### src/hw/rtl/ctph_pkg.sv
// ----------------------------------------------------------------------------
// ctph_pkg
// types and fixed constants of the context triggered piecewise hash stream
// ----------------------------------------------------------------------------
package ctph_pkg;

    // piece hash arithmetic
    localparam logic [31:0] FNV_MUL    = 32'h0100_0193;
    localparam logic [31:0] PIECE_SEED = 32'h2802_1967;
    localparam logic [31:0] BS_RESET   = 32'd3;

    // rolling hash shift of the third term
    localparam int ROLL_SHIFT = 5;

    // saturation caps of the character counts
    localparam logic [6:0] P1_CNT_CAP = 7'd127;
    localparam logic [5:0] P2_CNT_CAP = 6'd63;

    // result tuser bit positions
    localparam int TUSER_CHAR  = 0;
    localparam int TUSER_PART  = 1;
    localparam int TUSER_SHORT = 2;
    localparam int TUSER_W     = 3;

    // per-byte sequencer
    typedef enum logic [3:0] {
        ST_IDLE,
        ST_MUL1,
        ST_MUL2,
        ST_ROLL,
        ST_SUM,
        ST_DIV,
        ST_CHECK,
        ST_EMIT1,
        ST_EMIT2,
        ST_FIN1,
        ST_FIN2,
        ST_END
    } state_t;

endpackage

### src/hw/rtl/ctph_fuzzy_hash_stream.sv
// ----------------------------------------------------------------------------
// ctph_fuzzy_hash_stream
// context triggered piecewise hash over a byte stream, one byte per beat
// ----------------------------------------------------------------------------
//  channel | dir | tdata              | tuser                             | tlast
//  s_*     | in  | [7:0] data_byte    | [0] new_pass                      | last_byte
//  m_*     | out | [5:0] digest_index | [0] char_valid [1] digest_part    | end_of_digest
//          |     | [7:6] zero         | [2] too_short                     |
//  cfg_*   | in  | cfg_wdata [31:0] trigger size, written when cfg_we is high
//
// a byte goes from accept to the next ready through two passes of the one shared
// 32x32 multiplier, the 32-step serial remainder of the rolling sum by the trigger
// size and the emit steps; a last byte also passes the two final and the end steps.
// each result beat waits in the output register while m_tready is low; the
// sequencer holds in an emit step only when that register is still full.
// rst_n resets all hash state asynchronously and loads the trigger size with 3.
// ----------------------------------------------------------------------------
module ctph_fuzzy_hash_stream #(
    parameter int WINDOW_LEN = 7,
    parameter int SIG_LEN    = 64
) (
    input  logic        clk,
    input  logic        rst_n,
    // config
    input  logic        cfg_we,
    input  logic [31:0] cfg_wdata,
    // input stream
    input  logic        s_tvalid,
    output logic        s_tready,
    input  logic [7:0]  s_tdata,    // [7:0] data_byte
    input  logic        s_tuser,    // [0] new_pass
    input  logic        s_tlast,
    // result stream
    output logic        m_tvalid,
    input  logic        m_tready,
    output logic [7:0]  m_tdata,    // [5:0] digest_index, [7:6] zero
    output logic [ctph_pkg::TUSER_W-1:0] m_tuser, // [0] char_valid [1] digest_part [2] too_short
    output logic        m_tlast
);

    localparam int POS_W = $clog2(WINDOW_LEN);
    localparam logic [POS_W-1:0] POS_LAST = POS_W'(WINDOW_LEN - 1);
    localparam logic [6:0] P1_LIMIT = 7'(SIG_LEN - 1);
    localparam logic [6:0] P1_SHORT = 7'(SIG_LEN / 2);
    localparam logic [5:0] P2_LIMIT = 6'(SIG_LEN / 2 - 1);

    // control and architectural state
    ctph_pkg::state_t state_reg, state_next;
    logic [31:0] bs_reg, bs_next;
    logic [7:0]  win_reg [WINDOW_LEN];
    logic [7:0]  win_next [WINDOW_LEN];
    logic [POS_W-1:0] pos_reg, pos_next;
    logic [31:0] roll_a_reg, roll_a_next;
    logic [31:0] roll_b_reg, roll_b_next;
    logic [31:0] roll_c_reg, roll_c_next;
    logic [31:0] ph1_reg, ph1_next;
    logic [31:0] ph2_reg, ph2_next;
    logic [6:0]  p1_cnt_reg, p1_cnt_next;
    logic [5:0]  p2_cnt_reg, p2_cnt_next;
    logic [4:0]  div_cnt_reg, div_cnt_next;
    logic        m_valid_reg, m_valid_next;

    // working registers
    logic [7:0]  byte_reg, byte_next;
    logic        last_reg, last_next;
    logic [31:0] prod_reg, prod_next;
    logic [31:0] sum_reg, sum_next;
    logic [31:0] div_sh_reg, div_sh_next;
    logic [31:0] rem_reg, rem_next;
    logic        qlsb_reg, qlsb_next;
    logic        trig_reg, trig_next;
    logic        shrt_reg, shrt_next;
    logic [7:0]  m_data_reg, m_data_next;
    logic [ctph_pkg::TUSER_W-1:0] m_user_reg, m_user_next;
    logic        m_last_reg, m_last_next;

    // shared datapath signals
    logic        in_beat;
    logic        out_free;
    logic        want;
    logic        go;
    logic [31:0] mul_a;
    logic [31:0] mul_p;
    logic [31:0] byte_ext;
    logic [32:0] trial;
    logic [32:0] bs_ext;
    logic [31:0] roll_a_upd;
    logic [31:0] roll_b_upd;
    logic [31:0] roll_c_upd;

    assign in_beat  = s_tvalid && s_tready;
    assign out_free = !m_valid_reg || m_tready;
    assign byte_ext = {24'd0, byte_reg};

    // ports
    assign s_tready = (state_reg == ctph_pkg::ST_IDLE);
    assign m_tvalid = m_valid_reg;
    assign m_tdata  = m_data_reg;
    assign m_tuser  = m_user_reg;
    assign m_tlast  = m_last_reg;

    // shared multiplier, first hash then second
    assign mul_a = (state_reg == ctph_pkg::ST_MUL1) ? ph1_reg : ph2_reg;
    assign mul_p = mul_a * ctph_pkg::FNV_MUL;

    // one restoring step of the serial remainder
    assign trial  = {rem_reg, div_sh_reg[31]};
    assign bs_ext = {1'b0, bs_reg};

    // rolling hash terms
    assign roll_b_upd = roll_b_reg - roll_a_reg + (32'(WINDOW_LEN) * byte_ext);
    assign roll_a_upd = roll_a_reg + byte_ext - {24'd0, win_reg[pos_reg]};
    assign roll_c_upd = (roll_c_reg << ctph_pkg::ROLL_SHIFT) ^ byte_ext;

    // whether the current emit step has a beat to send
    always_comb
    begin
        unique case (state_reg)
            ctph_pkg::ST_EMIT1: want = trig_reg && (p1_cnt_reg < P1_LIMIT);
            ctph_pkg::ST_EMIT2: want = trig_reg && qlsb_reg && (p2_cnt_reg < P2_LIMIT);
            ctph_pkg::ST_FIN1,
            ctph_pkg::ST_FIN2:  want = (sum_reg != 32'd0);
            ctph_pkg::ST_END:   want = 1'b1;
            default:            want = 1'b0;
        endcase
        go = !want || out_free;
    end

    // next state
    always_comb
    begin
        state_next = state_reg;
        unique case (state_reg)
            ctph_pkg::ST_IDLE:  if (in_beat) state_next = ctph_pkg::ST_MUL1;
            ctph_pkg::ST_MUL1:  state_next = ctph_pkg::ST_MUL2;
            ctph_pkg::ST_MUL2:  state_next = ctph_pkg::ST_ROLL;
            ctph_pkg::ST_ROLL:  state_next = ctph_pkg::ST_SUM;
            ctph_pkg::ST_SUM:   state_next = ctph_pkg::ST_DIV;
            ctph_pkg::ST_DIV:   if (div_cnt_reg == 5'd31) state_next = ctph_pkg::ST_CHECK;
            ctph_pkg::ST_CHECK: state_next = ctph_pkg::ST_EMIT1;
            ctph_pkg::ST_EMIT1: if (go) state_next = ctph_pkg::ST_EMIT2;
            ctph_pkg::ST_EMIT2:
            begin
                if (go)
                begin
                    state_next = last_reg ? ctph_pkg::ST_FIN1 : ctph_pkg::ST_IDLE;
                end
            end
            ctph_pkg::ST_FIN1:  if (go) state_next = ctph_pkg::ST_FIN2;
            ctph_pkg::ST_FIN2:  if (go) state_next = ctph_pkg::ST_END;
            ctph_pkg::ST_END:   if (go) state_next = ctph_pkg::ST_IDLE;
            default:            state_next = ctph_pkg::ST_IDLE;
        endcase
    end

    // datapath and result register
    always_comb
    begin
        bs_next      = bs_reg;
        win_next     = win_reg;
        pos_next     = pos_reg;
        roll_a_next  = roll_a_reg;
        roll_b_next  = roll_b_reg;
        roll_c_next  = roll_c_reg;
        ph1_next     = ph1_reg;
        ph2_next     = ph2_reg;
        p1_cnt_next  = p1_cnt_reg;
        p2_cnt_next  = p2_cnt_reg;
        div_cnt_next = div_cnt_reg;
        byte_next    = byte_reg;
        last_next    = last_reg;
        prod_next    = prod_reg;
        sum_next     = sum_reg;
        div_sh_next  = div_sh_reg;
        rem_next     = rem_reg;
        qlsb_next    = qlsb_reg;
        trig_next    = trig_reg;
        shrt_next    = shrt_reg;
        m_valid_next = m_tready ? 1'b0 : m_valid_reg;
        m_data_next  = m_data_reg;
        m_user_next  = m_user_reg;
        m_last_next  = m_last_reg;

        if (cfg_we)
        begin
            bs_next = cfg_wdata;
        end

        unique case (state_reg)
            ctph_pkg::ST_IDLE:
            begin
                if (in_beat)
                begin
                    byte_next = s_tdata;
                    last_next = s_tlast;
                    // new pass restarts pieces, counts and window position
                    if (s_tuser)
                    begin
                        ph1_next    = ctph_pkg::PIECE_SEED;
                        ph2_next    = ctph_pkg::PIECE_SEED;
                        p1_cnt_next = 7'd0;
                        p2_cnt_next = 6'd0;
                        pos_next    = '0;
                    end
                end
            end
            ctph_pkg::ST_MUL1:
            begin
                prod_next = mul_p;
            end
            ctph_pkg::ST_MUL2:
            begin
                ph1_next  = prod_reg ^ byte_ext;
                prod_next = mul_p;
            end
            ctph_pkg::ST_ROLL:
            begin
                ph2_next          = prod_reg ^ byte_ext;
                roll_a_next       = roll_a_upd;
                roll_b_next       = roll_b_upd;
                roll_c_next       = roll_c_upd;
                win_next[pos_reg] = byte_reg;
                pos_next          = (pos_reg == POS_LAST) ? '0 : pos_reg + 1'b1;
            end
            ctph_pkg::ST_SUM:
            begin
                sum_next     = roll_a_reg + roll_b_reg + roll_c_reg;
                div_sh_next  = roll_a_reg + roll_b_reg + roll_c_reg;
                rem_next     = 32'd0;
                div_cnt_next = 5'd0;
            end
            ctph_pkg::ST_DIV:
            begin
                // msb first; quotient lsb is the bit of the final step
                div_sh_next  = {div_sh_reg[30:0], 1'b0};
                div_cnt_next = div_cnt_reg + 5'd1;
                if (trial >= bs_ext)
                begin
                    rem_next  = 32'(trial - bs_ext);
                    qlsb_next = 1'b1;
                end
                else
                begin
                    rem_next  = trial[31:0];
                    qlsb_next = 1'b0;
                end
            end
            ctph_pkg::ST_CHECK:
            begin
                trig_next = (bs_reg != 32'd0) && (rem_reg == bs_reg - 32'd1);
            end
            ctph_pkg::ST_EMIT1,
            ctph_pkg::ST_FIN1:
            begin
                if (state_reg == ctph_pkg::ST_FIN1 && go)
                begin
                    shrt_next = (p1_cnt_reg < P1_SHORT);
                end
                if (want && out_free)
                begin
                    m_valid_next = 1'b1;
                    m_data_next  = {2'b00, ph1_reg[5:0]};
                    m_user_next  = ctph_pkg::TUSER_W'(1) << ctph_pkg::TUSER_CHAR;
                    m_last_next  = 1'b0;
                    if (p1_cnt_reg != ctph_pkg::P1_CNT_CAP)
                    begin
                        p1_cnt_next = p1_cnt_reg + 7'd1;
                    end
                    if (state_reg == ctph_pkg::ST_EMIT1)
                    begin
                        ph1_next = ctph_pkg::PIECE_SEED;
                    end
                end
            end
            ctph_pkg::ST_EMIT2,
            ctph_pkg::ST_FIN2:
            begin
                if (want && out_free)
                begin
                    m_valid_next = 1'b1;
                    m_data_next  = {2'b00, ph2_reg[5:0]};
                    m_user_next  = (ctph_pkg::TUSER_W'(1) << ctph_pkg::TUSER_CHAR)
                                 | (ctph_pkg::TUSER_W'(1) << ctph_pkg::TUSER_PART);
                    m_last_next  = 1'b0;
                    if (p2_cnt_reg != ctph_pkg::P2_CNT_CAP)
                    begin
                        p2_cnt_next = p2_cnt_reg + 6'd1;
                    end
                    if (state_reg == ctph_pkg::ST_EMIT2)
                    begin
                        ph2_next = ctph_pkg::PIECE_SEED;
                    end
                end
            end
            ctph_pkg::ST_END:
            begin
                if (out_free)
                begin
                    m_valid_next = 1'b1;
                    m_data_next  = 8'd0;
                    m_user_next  = ctph_pkg::TUSER_W'(shrt_reg) << ctph_pkg::TUSER_SHORT;
                    m_last_next  = 1'b1;
                end
            end
            default:
            begin
            end
        endcase
    end

    // control and hash state
    always_ff @(posedge clk or negedge rst_n)
    begin
        if (!rst_n)
        begin
            state_reg   <= ctph_pkg::ST_IDLE;
            bs_reg      <= ctph_pkg::BS_RESET;
            for (int i = 0; i < WINDOW_LEN; i++)
            begin
                win_reg[i] <= 8'd0;
            end
            pos_reg     <= '0;
            roll_a_reg  <= 32'd0;
            roll_b_reg  <= 32'd0;
            roll_c_reg  <= 32'd0;
            ph1_reg     <= ctph_pkg::PIECE_SEED;
            ph2_reg     <= ctph_pkg::PIECE_SEED;
            p1_cnt_reg  <= 7'd0;
            p2_cnt_reg  <= 6'd0;
            div_cnt_reg <= 5'd0;
            m_valid_reg <= 1'b0;
        end
        else
        begin
            state_reg   <= state_next;
            bs_reg      <= bs_next;
            win_reg     <= win_next;
            pos_reg     <= pos_next;
            roll_a_reg  <= roll_a_next;
            roll_b_reg  <= roll_b_next;
            roll_c_reg  <= roll_c_next;
            ph1_reg     <= ph1_next;
            ph2_reg     <= ph2_next;
            p1_cnt_reg  <= p1_cnt_next;
            p2_cnt_reg  <= p2_cnt_next;
            div_cnt_reg <= div_cnt_next;
            m_valid_reg <= m_valid_next;
        end
    end

    // working and payload registers
    always_ff @(posedge clk)
    begin
        byte_reg   <= byte_next;
        last_reg   <= last_next;
        prod_reg   <= prod_next;
        sum_reg    <= sum_next;
        div_sh_reg <= div_sh_next;
        rem_reg    <= rem_next;
        qlsb_reg   <= qlsb_next;
        trig_reg   <= trig_next;
        shrt_reg   <= shrt_next;
        m_data_reg <= m_data_next;
        m_user_reg <= m_user_next;
        m_last_reg <= m_last_next;
    end

endmodule

### config.mk
export PLATFORM = sky130hd
export DESIGN_NAME = ctph_fuzzy_hash_stream
export DESIGN_NICKNAME = d
export VERILOG_FILES = /design/src/hw/rtl/ctph_pkg.sv /design/src/hw/rtl/ctph_fuzzy_hash_stream.sv
export SDC_FILE = /design/constraint.sdc
export NUM_CORES = 1
export LEC_CHECK = 0
export BUFFER_PORTS_ARGS = -buffer_cell sky130_fd_sc_hd__buf_4
export CAP_MARGIN = 25
export CORE_MARGIN = 1
export CORE_UTILIZATION = 50
export DETAILED_ROUTE_END_ITERATION = 10
export PLACE_DENSITY = 0.66
export SETUP_SLACK_MARGIN = 0.5
export SYNTH_ARGS = -nofsm -noshare
export SYNTH_HDL_FRONTEND = slang
export SYNTH_SLANG_ARGS = --single-unit
### constraint.sdc
create_clock -name clk -period 12.6 [get_ports clk]
set_input_delay 0.63 -clock clk [delete_from_list [all_inputs] [get_ports clk]]
set_output_delay 0.63 -clock clk [all_outputs]
set_load 0.05 [all_outputs]
==> Yosys cells after proc, flatten, opt, wreduce, memory -nomap -nowiden <==
Index checks and enable logic that the tools add are counted.
{ "word_totals": {"ff_bits": 426, "input_bits": 47, "wordCells": 183} }
{ "classes": {"add_sub_neg": 12, "n_mul": 2, "n_lt_le_gt_ge": 6, "eq_ne": 32, "muxes": 59, "bitwise_logic": 3, "reduce_logical": 38} }
{ "op_table": {"columns": ["operator", "n"], "rows": [
  ["two-way mux 32 bit", 8],
  ["case mux 32 bit (3 select lines)", 2],
  ["case mux 32 bit (2 select lines)", 2],
  ["adder 32 bit", 2],
  ["nonzero test 32 bit", 2],
  ["subtractor 32 bit", 2],
  ["bitwise XOR 32 x 8 -> 32 bit", 2],
  ["bitwise mux 56 bit", 1],
  ["two-way mux 8 bit", 6],
  ["case mux 4 bit (12 select lines)", 1],
  ["greater-or-equal comparator 33 x 32 -> 1 bit", 1],
  ["adder 32 x 11 -> 32 bit", 1],
  ["adder 32 x 8 -> 32 bit", 1],
  ["== test 32 bit", 1],
  ["multiplier 32 x 25 -> 32 bit, second input constant", 1],
  ["two-way mux 4 bit", 8],
  ["subtractor 32 x 1 -> 32 bit, second input constant", 1],
  ["subtractor 32 x 8 -> 32 bit", 1],
  ["two-way mux 7 bit", 4],
  ["!= test 2 bit, second input constant", 13],
  ["binary-select mux 8 bit (select 3 bit)", 1],
  ["demux 8 bit (select 3 bit)", 1],
  ["two-way mux 6 bit", 4],
  ["case mux 8 bit (3 select lines)", 1],
  ["41 further kinds", 85]
]} }

==> Logic depth before layout (Yosys ltp) <==
Gate-level depths: netlist of run 1.
{ "logic_depth": {"ltp_word": 7, "mapped_depth": 20, "depth_no_buf": 18} }

==> Worst setup path before layout of run 1 <==
Ideal clock, no wire load.
{ "synth_timing": {"kind": "register to register", "start": "register pos_reg[1]", "end": "register roll_a_reg[31]", "setup_time_ns": 0.071, "arrival_time_ns": 4.602, "t_required_ns": 12.529, "setup_slack_ns": 7.927, "stages_incl_launch_ff": 19, "n_path_buf": 3, "synth_period_minus_slack_ns": 4.673, "path_cell_list": "dfrtp_1 -> clkbuf_1 -> buf_1 -> clkbuf_1 -> mux4_2 -> nor2_1 -> a21oi_1 -> fa_1 -> inv_1 -> ha_1 -> a211oi_1 -> o21ai_0 -> a41oi_1 -> o21ai_1 -> a41oi_1 -> o21a_1 -> o21a_1 -> or4_1 -> nand4_1"} }
{ "synth_between": {"elab_chain_cells": 5} }
{ "synth_lines": {"columns": ["item", "line_no", "text"], "rows": [
  ["start: declaration", "ctph_fuzzy_hash_stream.sv:52", "logic [POS_W-1:0] pos_reg, pos_next;"],
  ["start signal: assignment", "ctph_fuzzy_hash_stream.sv:338", "pos_reg <= pos_next;"],
  ["NOT 3 -> 4 bit (implied by the code)", "ctph_fuzzy_hash_stream.sv:112", "assign roll_a_upd = roll_a_reg + byte_ext - {24'd0, win_reg[pos_reg]};"],
  ["binary-select mux 8 bit (select 3 bit)", "ctph_fuzzy_hash_stream.sv:112", null],
  ["two-way mux 8 bit (implied by the code) (2 in a row)", "ctph_fuzzy_hash_stream.sv:112", null],
  ["subtractor 32 x 8 -> 32 bit", "ctph_fuzzy_hash_stream.sv:112", null],
  ["end signal: assignment", "ctph_fuzzy_hash_stream.sv:339", "roll_a_reg <= roll_a_next;"],
  ["end: declaration", "ctph_fuzzy_hash_stream.sv:53", "logic [31:0] roll_a_reg, roll_a_next;"]
]} }
No other way between the ends. The select of a mux whose other input is x is not followed.
A chain may end at the register's enable or synchronous reset.

==> Final worst setup path of run 1 <==
{ "layout_timing": {"start": "register byte_reg[0]", "end": "register roll_b_reg[25]"} }
{ "layout_between": {"elab_chain_cells": 2} }
{ "layout_lines": {"columns": ["item", "line_no", "text"], "rows": [
  ["start: declaration", "ctph_fuzzy_hash_stream.sv:64", "logic [7:0] byte_reg, byte_next;"],
  ["start signal: assignment", "ctph_fuzzy_hash_stream.sv:354", "byte_reg <= byte_next;"],
  ["multiplier 3 x 8 -> 11 bit", "ctph_fuzzy_hash_stream.sv:111", "assign roll_b_upd = roll_b_reg - roll_a_reg + (32'(WINDOW_LEN) * byte_ext);"],
  ["adder 32 x 11 -> 32 bit", "ctph_fuzzy_hash_stream.sv:111", null],
  ["end signal: assignment", "ctph_fuzzy_hash_stream.sv:340", "roll_b_reg <= roll_b_next;"],
  ["end: declaration", "ctph_fuzzy_hash_stream.sv:54", "logic [31:0] roll_b_reg, roll_b_next;"]
]} }
No other way between the ends.

==> results.rst, run 1 <==
.. list-table::
   :header-rows: 1

   * - Metric
     - Value
   * - Outcome
     - completed
   * - Fraction of final layout cells sized beyond drive strength 1
     - 9.850%
   * - Critical-path cell with the highest stage delay
     - edfxtp_1
   * - Critical path capture point type
     - register
   * - Clock slew at the register clock pins of the worst setup and hold paths
     - 0.06 ns
   * - Worst skew pair latency
     - 0.56 ns
   * - Overall die area
     - 47,050 um2
   * - Number of global-route vias before repair
     - 17,330
   * - PortBufs
     - 58
   * - Data required time of the worst path
     - 13.00 ns
   * - TritonCTS clock tree
     - yes
   * - Launching element type of the critical path
     - register
   * - Post-Synth Adder-Cell Area
     - 14.84%
   * - Final-stage net count
     - 2,716
   * - Share of the synthesized netlist area taken by xor and xnor gates
     - 6.204%
   * - R2r setup slk
     - 7.39 ns
   * - Met2 track demand over resource in global routing
     - 36.69%
   * - Router iterations before antenna repair
     - 5
   * - Sequential-to-total area share from yosys stat
     - 40.24%
   * - Global routing met1 resource utilization
     - 31.15%
   * - Count of routing violations after the opening detailed-route iteration
     - 1,081
   * - Worst Hold Class
     - in2async
   * - RSZ-0062 raised after global routing
     - no
   * - Final hold violation count
     - 0
   * - Critical R2R Capture
     - roll_b_reg[25]
   * - Die H
     - 216.9 um
   * - Remaining number of nets flagged by the antenna check after routing
     - 0
   * - Number of storage elements in the synthesis netlist
     - 346
   * - Fraction of the mapped netlist area in compound gates
     - 16.04%
   * - Worst Skew
     - 0.01401 ns
   * - Final wirelength
     - 52,040 um
   * - Total of endpoints with negative setup slack in the final report
     - 0
   * - Row count
     - 78
   * - Max-Slew Margin vs Limit
     - 31.09%
   * - Number of synthesized flops with an enable pin
     - 124
   * - Measured slew at the worst slew-check pin
     - 1.008 ns
   * - Hold buffer count at cts
     - 0
   * - Aggregate negative setup slack
     - 0 ns
   * - Vias after detailed routing
     - 17,480
   * - Buf/Inv on CP
     - 4
   * - Post-synth top flop
     - dfrtp_1
   * - Dominant delay contributor by cell family on the critical path
     - adder cells
   * - Gates resized, CTS repair
     - 0
   * - Chip width
     - 216.9 um
   * - Pins over their slew limit
     - 0
   * - Largest driver fanout on the critical path
     - 10
   * - Wire length of the first global-routing pass
     - 86,220 um
   * - Period utilization
     - 41.34%
   * - Root cell of the clock tree
     - clkbuf_16
   * - DPL Wire Length
     - 38,090 um
   * - Synth area leaders
     - dfrtp_1, edfxtp_1, ha_1
   * - WP depth
     - 17
   * - Fraction of synthesized cell area taken by the top area cell type
     - 22.97%
   * - Number of cell instances on the worst register-to-register path
     - 17
   * - Diodes inserted
     - 0
   * - Post CTS Setup Buffer Count
     - 0
   * - Async set-reset flop share out of synthesis
     - 64.16%
   * - Post-synthesis cell type with the largest combined area
     - dfrtp_1
   * - Number of cells produced by synthesis
     - 2,396
   * - Boundary pin count
     - 61
   * - Flip-flop count of the largest register, all copies and words added
     - 56
   * - Gr ovfl total
     - 0
   * - Number of buffers created by CTS
     - 41
   * - H-tree level count
     - 2
   * - Multiplexer share of the synthesized area
     - 4.318%
   * - Warning count from the yosys run
     - 0
   * - M3 GR Usage
     - 3.201%
   * - Largest family of logic cells by synthesized area
     - compound AO/OA/AOI/OAI gates
   * - Core box area
     - 45,480 um2
   * - Max Freq
     - 192.0 MHz
   * - Most heavily used metal layer in global routing
     - met2
   * - Routed WL per cell
     - 16.97 um
   * - Starting utilization of the core area
     - 50.78%
   * - Min Tclk post-route
     - 5.209 ns
   * - Total number of clock tree sinks
     - 346
   * - Remaining DRCs
     - 0
   * - Critical path cell sequence
     - inv_1, fa_1, inv_1, fa_1, inv_1, fa_1, inv_1, fa_1, a211oi_1, nor3_1, o31a_1, o211ai_1, nand2_1, a31o_2, a21oi_1, xor2_1, o21ai_0
   * - Utilization of the core after routing
     - 55.95%
   * - Maximum buffer depth of the clock tree
     - 3
   * - Count of max-cap constraint violations
     - 0
   * - Total global-route track usage
     - 22.46%
   * - Slowest stage delay, CP
     - 0.62 ns
   * - Critical path start-end classification
     - reg2reg
   * - Mapped Avg Cell Area
     - 9.638 um2
   * - Number of unique standard cell types used by synthesis
     - 75
   * - Number of antenna violations at the first check in global routing
     - 0
   * - Reg-to-reg critical path startpoint
     - byte_reg[0]
   * - Area share of and/or/nand/nor cells after synthesis
     - 14.21%
   * - Total standard cell area after synthesis
     - 23,090 um2
   * - Final weighted congestion of routability-driven global placement
     - 0.9010
   * - CP Launch Point
     - byte_reg[0]
   * - Largest net degree at the start of global routing
     - 82
   * - Area added between synthesis and finish
     - 10.18%
   * - Critical Path AT
     - 5.61 ns
   * - Vias per inst
     - 5.699
==> cells by family (layout without fill, tap and decap cells) <==
logic type | after synthesis | count (layout)
AO/OA/AOI/OAI | 607 | 607
XOR/XNOR | 162 | 162
adder cells (fa/ha/maj) | 233 | 233
buffers and inverters | 251 | 321
flip-flops | 346 | 346
multiplexers | 82 | 82
other | 1 | 2
AND/OR/NAND/NOR | 714 | 714
==> through the flow <==
stage	cell area (um2)	worst slack [ns]	std cells	hold slack, ns
6_report	25440	7.391	3067	0.04743
3_3_place_gp	24100	7.489	2988	0.4647
4_1_cts	25350	7.402	3063	0.05555
3_5_place_dp	24110	7.419	2989	0.4718
5_1_grt	25440	7.057	3067	0.08448
2_1_floorplan	23100	7.927	2397	0.3344
==> final cells by class <==
class / count / area [um2]
inverter: 169 / 634.4
clock inverter: 17 / 85.08
sequential: 346 / 9291
timing repair buffer: 78 / 650.6
multi-input combinational: 1800 / 12870
fill: 4041 / 20040
clock buffer: 57 / 1159
tap: 600 / 750.7
==> Yosys cell counts (16+ instances only) <==
| library cell | n |
|---|---|
| edfxtp_1 | 124 |
| inv_1 | 168 |
| xor2_1 | 65 |
| o21ai_0 | 198 |
| a21o_1 | 58 |
| o21a_1 | 19 |
| xnor2_1 | 96 |
| nor2b_1 | 21 |
| nand3_1 | 35 |
| nor3_1 | 36 |
| nor4_1 | 17 |
| and3_1 | 28 |
| clkbuf_1 | 67 |
| a31oi_1 | 23 |
| nand2_1 | 354 |
| nand4_1 | 23 |
| fa_1 | 68 |
| a211oi_1 | 28 |
| a21oi_1 | 167 |
| ha_1 | 165 |
| mux2_2 | 61 |
| dfrtp_1 | 212 |
| nand2b_1 | 16 |
| nor2_1 | 121 |
==> cell usage in the layout (no fill, tap or decap), types with 43 or more instances in the layout <==
cell       count
a21o_1        58
nand2_1      354
fa_1          68
a21oi_1      167
edfxtp_1     124
dfrtp_1      212
xnor2_1       96
o21ai_0      198
mux2_2        61
buf_4         72
clkbuf_16     43
xor2_1        65
ha_1         165
inv_1        167
nor2_1       121
==> worst reg2reg max path: stages, from the launching register on <==
cell and delay (ns):
edfxtp_1 0.62, inv_1 0.19, fa_1 0.53, inv_1 0.05, fa_1 0.49, inv_1 0.05, fa_1 0.50, inv_1 0.07
fa_1 0.48, a211oi_1 0.40, nor3_1 0.15, o31a_1 0.35, o211ai_1 0.30, nand2_1 0.20, a31o_2 0.27, a21oi_1 0.17
xor2_1 0.15, o21ai_0 0.08
==> per-layer routing <==
layer,vias to the layer above,part of all wire (%)
li1,8569,-
met1,8512,47
met2,319,47
met3,79,4.0
met4,0,2.1
met5,-,0
==> worst max path at each step <==
stage                          end  slack (ns)
floorplan           roll_a_reg[31]        7.93
global placement    roll_a_reg[31]        7.49
detailed placement  roll_a_reg[31]        7.42
CTS                 roll_b_reg[25]        7.40
global route        roll_b_reg[29]        7.06
finish              roll_b_reg[25]        7.39
Power of run 1 is not shown: default switching activity piles up to over one toggle a cycle in this logic, so the estimate is an artifact.
==> inputs of run 2 (changes only) <==
Clock period 12.6 ns to 5.4 ns, I/O delays scaled along.
==> results.rst, run 2 (same netlist as run 1, synthesis figures left out) <==
.. list-table::
   :header-rows: 1

   * - Metric
     - Value
   * - Outcome
     - completed (unchanged)
   * - Critical R2R Capture
     - roll_a_reg[31] (was roll_b_reg[25])
   * - Flip-flop count of the largest register, all copies and words added
     - 56 (unchanged)
   * - Number of cell instances on the worst register-to-register path
     - 15 (was 17)
   * - Core box area
     - 45,480 um2 (unchanged)
   * - Critical path capture point type
     - register (unchanged)
   * - Total of endpoints with negative setup slack in the final report
     - 0 (unchanged)
   * - Most frequent CP cell
     - o21a_1
   * - Starting utilization of the core area
     - 50.78% (unchanged)
   * - Critical-path cell with the highest stage delay
     - fa_1 (was edfxtp_1)
   * - Count of routing violations after the opening detailed-route iteration
     - 1,181 (was 1,081)
   * - Worst skew pair latency
     - 0.57 ns (was 0.56 ns)
   * - Worst Hold Class
     - in2reg (was in2async)
   * - WP depth
     - 15 (was 17)
   * - R2r setup slk
     - 0.74 ns (was 7.39 ns)
   * - Data required time of the worst path
     - 5.89 ns (was 13.00 ns)
   * - Chip width
     - 216.9 um (unchanged)
   * - Fin worst setup slack
     - 0.7381 ns (was 7.391 ns)
   * - Final hold violation count
     - 0 (unchanged)
   * - Reg-to-reg critical path startpoint
     - pos_reg[0] (was byte_reg[0])
   * - FF/Latch Area
     - 9296 um2 (was 9291 um2)
   * - Final wirelength
     - 53,450 um (was 52,040 um)
   * - Final-stage net count
     - 2,767 (was 2,716)
   * - Number of filler instances in the final layout
     - 3,936 (was 4,041)
   * - Total number of clock tree sinks
     - 346 (unchanged)
   * - Critical path cell sequence
     - mux4_2, nor2_1, a21oi_1, fa_1, inv_1, ha_1, a211oi_1, o21ai_0, a41oi_2, o21ai_2, a41oi_1, o21a_1, o21a_1, or4_1, nand4_1 (was inv_1, fa_1, inv_1, fa_1, inv_1, fa_1, inv_1, fa_1, a211oi_1, nor3_1, o31a_1, o211ai_1, nand2_1, a31o_2, a21oi_1, xor2_1, o21ai_0)
   * - Critical path start-end classification
     - reg2reg (unchanged)
   * - Root cell of the clock tree
     - clkbuf_16 (unchanged)
   * - Diodes inserted
     - 0 (unchanged)
   * - Gr ovfl total
     - 0 (unchanged)
   * - Min Tclk post-route
     - 4.662 ns (was 5.209 ns)
   * - PortBufs
     - 58 (unchanged)
   * - Boundary pin count
     - 61 (unchanged)
   * - Maximum buffer depth of the clock tree
     - 3 (unchanged)
   * - Max-Slew Margin vs Limit
     - 36.31% (was 31.09%)
   * - Max Freq
     - 214.5 MHz (was 192.0 MHz)
   * - H-tree level count
     - 2 (unchanged)
   * - Worst Skew
     - 0.01567 ns (was 0.01401 ns)
   * - Number of antenna violations at the first check in global routing
     - 0 (unchanged)
   * - CP Launch Point
     - pos_reg[0] (was byte_reg[0])
   * - Total global-route track usage
     - 22.96% (was 22.46%)
   * - RSZ-0062 raised after global routing
     - yes (was no)
   * - DPL Wire Length
     - 38,830 um (was 38,090 um)
   * - Final weighted congestion of routability-driven global placement
     - 0.9173 (was 0.9010)
   * - Die H
     - 216.9 um (unchanged)
   * - Routed WL per cell
     - 17.14 um (was 16.97 um)
   * - Measured slew at the worst slew-check pin
     - 0.9313 ns (was 1.008 ns)
   * - Worst setup slack before clock tree synthesis
     - 0.4358 ns (was 7.419 ns)
   * - Pins over their slew limit
     - 0 (unchanged)
   * - Vias after detailed routing
     - 17,690 (was 17,480)
   * - Fraction of final layout cells sized beyond drive strength 1
     - 10.64% (was 9.850%)
   * - Vias per inst
     - 5.673 (was 5.699)
   * - Most frequent standard cell in the layout excluding fill and tap cells
     - nand2_1 (unchanged)
   * - Area added between synthesis and finish
     - 12.65% (was 10.18%)
   * - Number of global-route vias before repair
     - 17,720 (was 17,330)
   * - Slowest stage delay, CP
     - 0.59 ns (was 0.62 ns)
   * - Area of combinational cells with multiple inputs
     - 12,920 um2 (was 12,870 um2)
   * - Row count
     - 78 (unchanged)
   * - Critical Path AT
     - 5.15 ns (was 5.61 ns)
   * - Highest-count cells in the layout ignoring fill and taps
     - nand2_1, dfrtp_1, o21ai_0 (unchanged)
   * - Largest driver fanout on the critical path
     - 18 (was 10)
   * - Clock slew at the register clock pins of the worst setup and hold paths
     - 0.06 ns (about the same)
   * - Aggregate negative setup slack
     - 0 ns (unchanged)
   * - Buf/Inv on CP
     - 1 (was 4)
   * - Largest net degree at the start of global routing
     - 153 (was 82)
   * - Overall die area
     - 47,050 um2 (unchanged)
   * - Number of buffers created by CTS
     - 40 (was 41)
   * - Period utilization
     - 86.33% (was 41.34%)
   * - Wire length of the first global-routing pass
     - 88,090 um (was 86,220 um)
   * - Remaining DRCs
     - 0 (unchanged)
   * - Dominant delay contributor by cell family on the critical path
     - compound AO/OA/AOI/OAI gates (was adder cells)
   * - TritonCTS clock tree
     - yes (unchanged)
   * - Remaining number of nets flagged by the antenna check after routing
     - 0 (unchanged)
   * - End point of the critical path
     - roll_a_reg[31] (was roll_b_reg[25])
   * - Count of max-cap constraint violations
     - 0 (unchanged)
   * - Launching element type of the critical path
     - register (unchanged)
   * - Router iterations before antenna repair
     - 6 (was 5)
## run 2: changes by cell type in the layout (fill, tap and decap cells not counted), moves of 2 or more
| cell | change |
|---|---|
| buf_12 | +2 |
| buf_16 | -3 |
| buf_4 | +11 |
| bufinv_16 | +3 |
| clkbuf_1 | -5 |
| clkbuf_16 | -2 |
| clkinv_1 | +2 |
| clkinv_2 | -4 |
| clkinv_4 | +4 |
| clkinvlp_4 | +2 |
| dfrtp_1 | -2 |
| dlygate4sd3_1 | +42 |
| o21ai_0 | -2 |
## run 2: worst min path at each step
stage	endpoint	startpoint	slack, ns	cells past startpoint
2_1_floorplan	bs_reg[10]	rst_n	-0.03	0
3_3_place_gp	bs_reg[11]	rst_n	0.28	1
3_5_place_dp	bs_reg[11]	rst_n	0.28	1
4_1_cts	m_tlast	m_tready	0.1	3
5_1_grt	m_tlast	m_tready	0.15	3
6_report	m_tlast	m_tready	0.13	3
## run 2: worst min-delay path, delay by kind of cell
kind,cells,cell delay [ns]
buffers and inverters,2,0.17
AO/OA/AOI/OAI,1,0.12
## run 2: what timing repair did
| action | in CTS | in global routing |
|---|---|---|
| pin swaps | 0 | 4 |
| gates resized for setup | 1 | 15 |
| hold endpoints to repair | 106 | 0 |
| endpoints found under the setup margin | 5 | 23 |
| hold buffers | 42 | 0 |
| setup buffers | 2 | 1 |
## run 2: layout make-up
type                            instances  area share (%)
Multi-Input combinational cell       1800           49.67
Timing Repair Buffer                  130           4.281
Clock buffer                           49           4.136
Sequential cell                       346           35.74
Inverter                              169           2.439
Tap cell                              600           2.886
Clock inverter                         25          0.8513
## run 2: per-stage QoR
stage	utilization, %	instance area, um2	instances	hold WS [ns]
2_1_floorplan	-	23100	2397	-0.02559
3_3_place_gp	53.22	24200	2998	0.2847
3_5_place_dp	53.22	24200	2998	0.2841
4_1_cts	57.03	25940	3116	0.09955
5_1_grt	57.20	26010	3119	0.1477
6_report	57.20	26010	3119	0.1264
## run 2: per-layer routing
metal	share of wire, %	global-route usage [%]	wire (um)
met2	46	37.64	24820
met5	0	0	0
met4	2.6	7.136	1374
met1	47	31.70	25010
met3	4.2	2.977	2244
Power of run 2 is left out for the same reason.
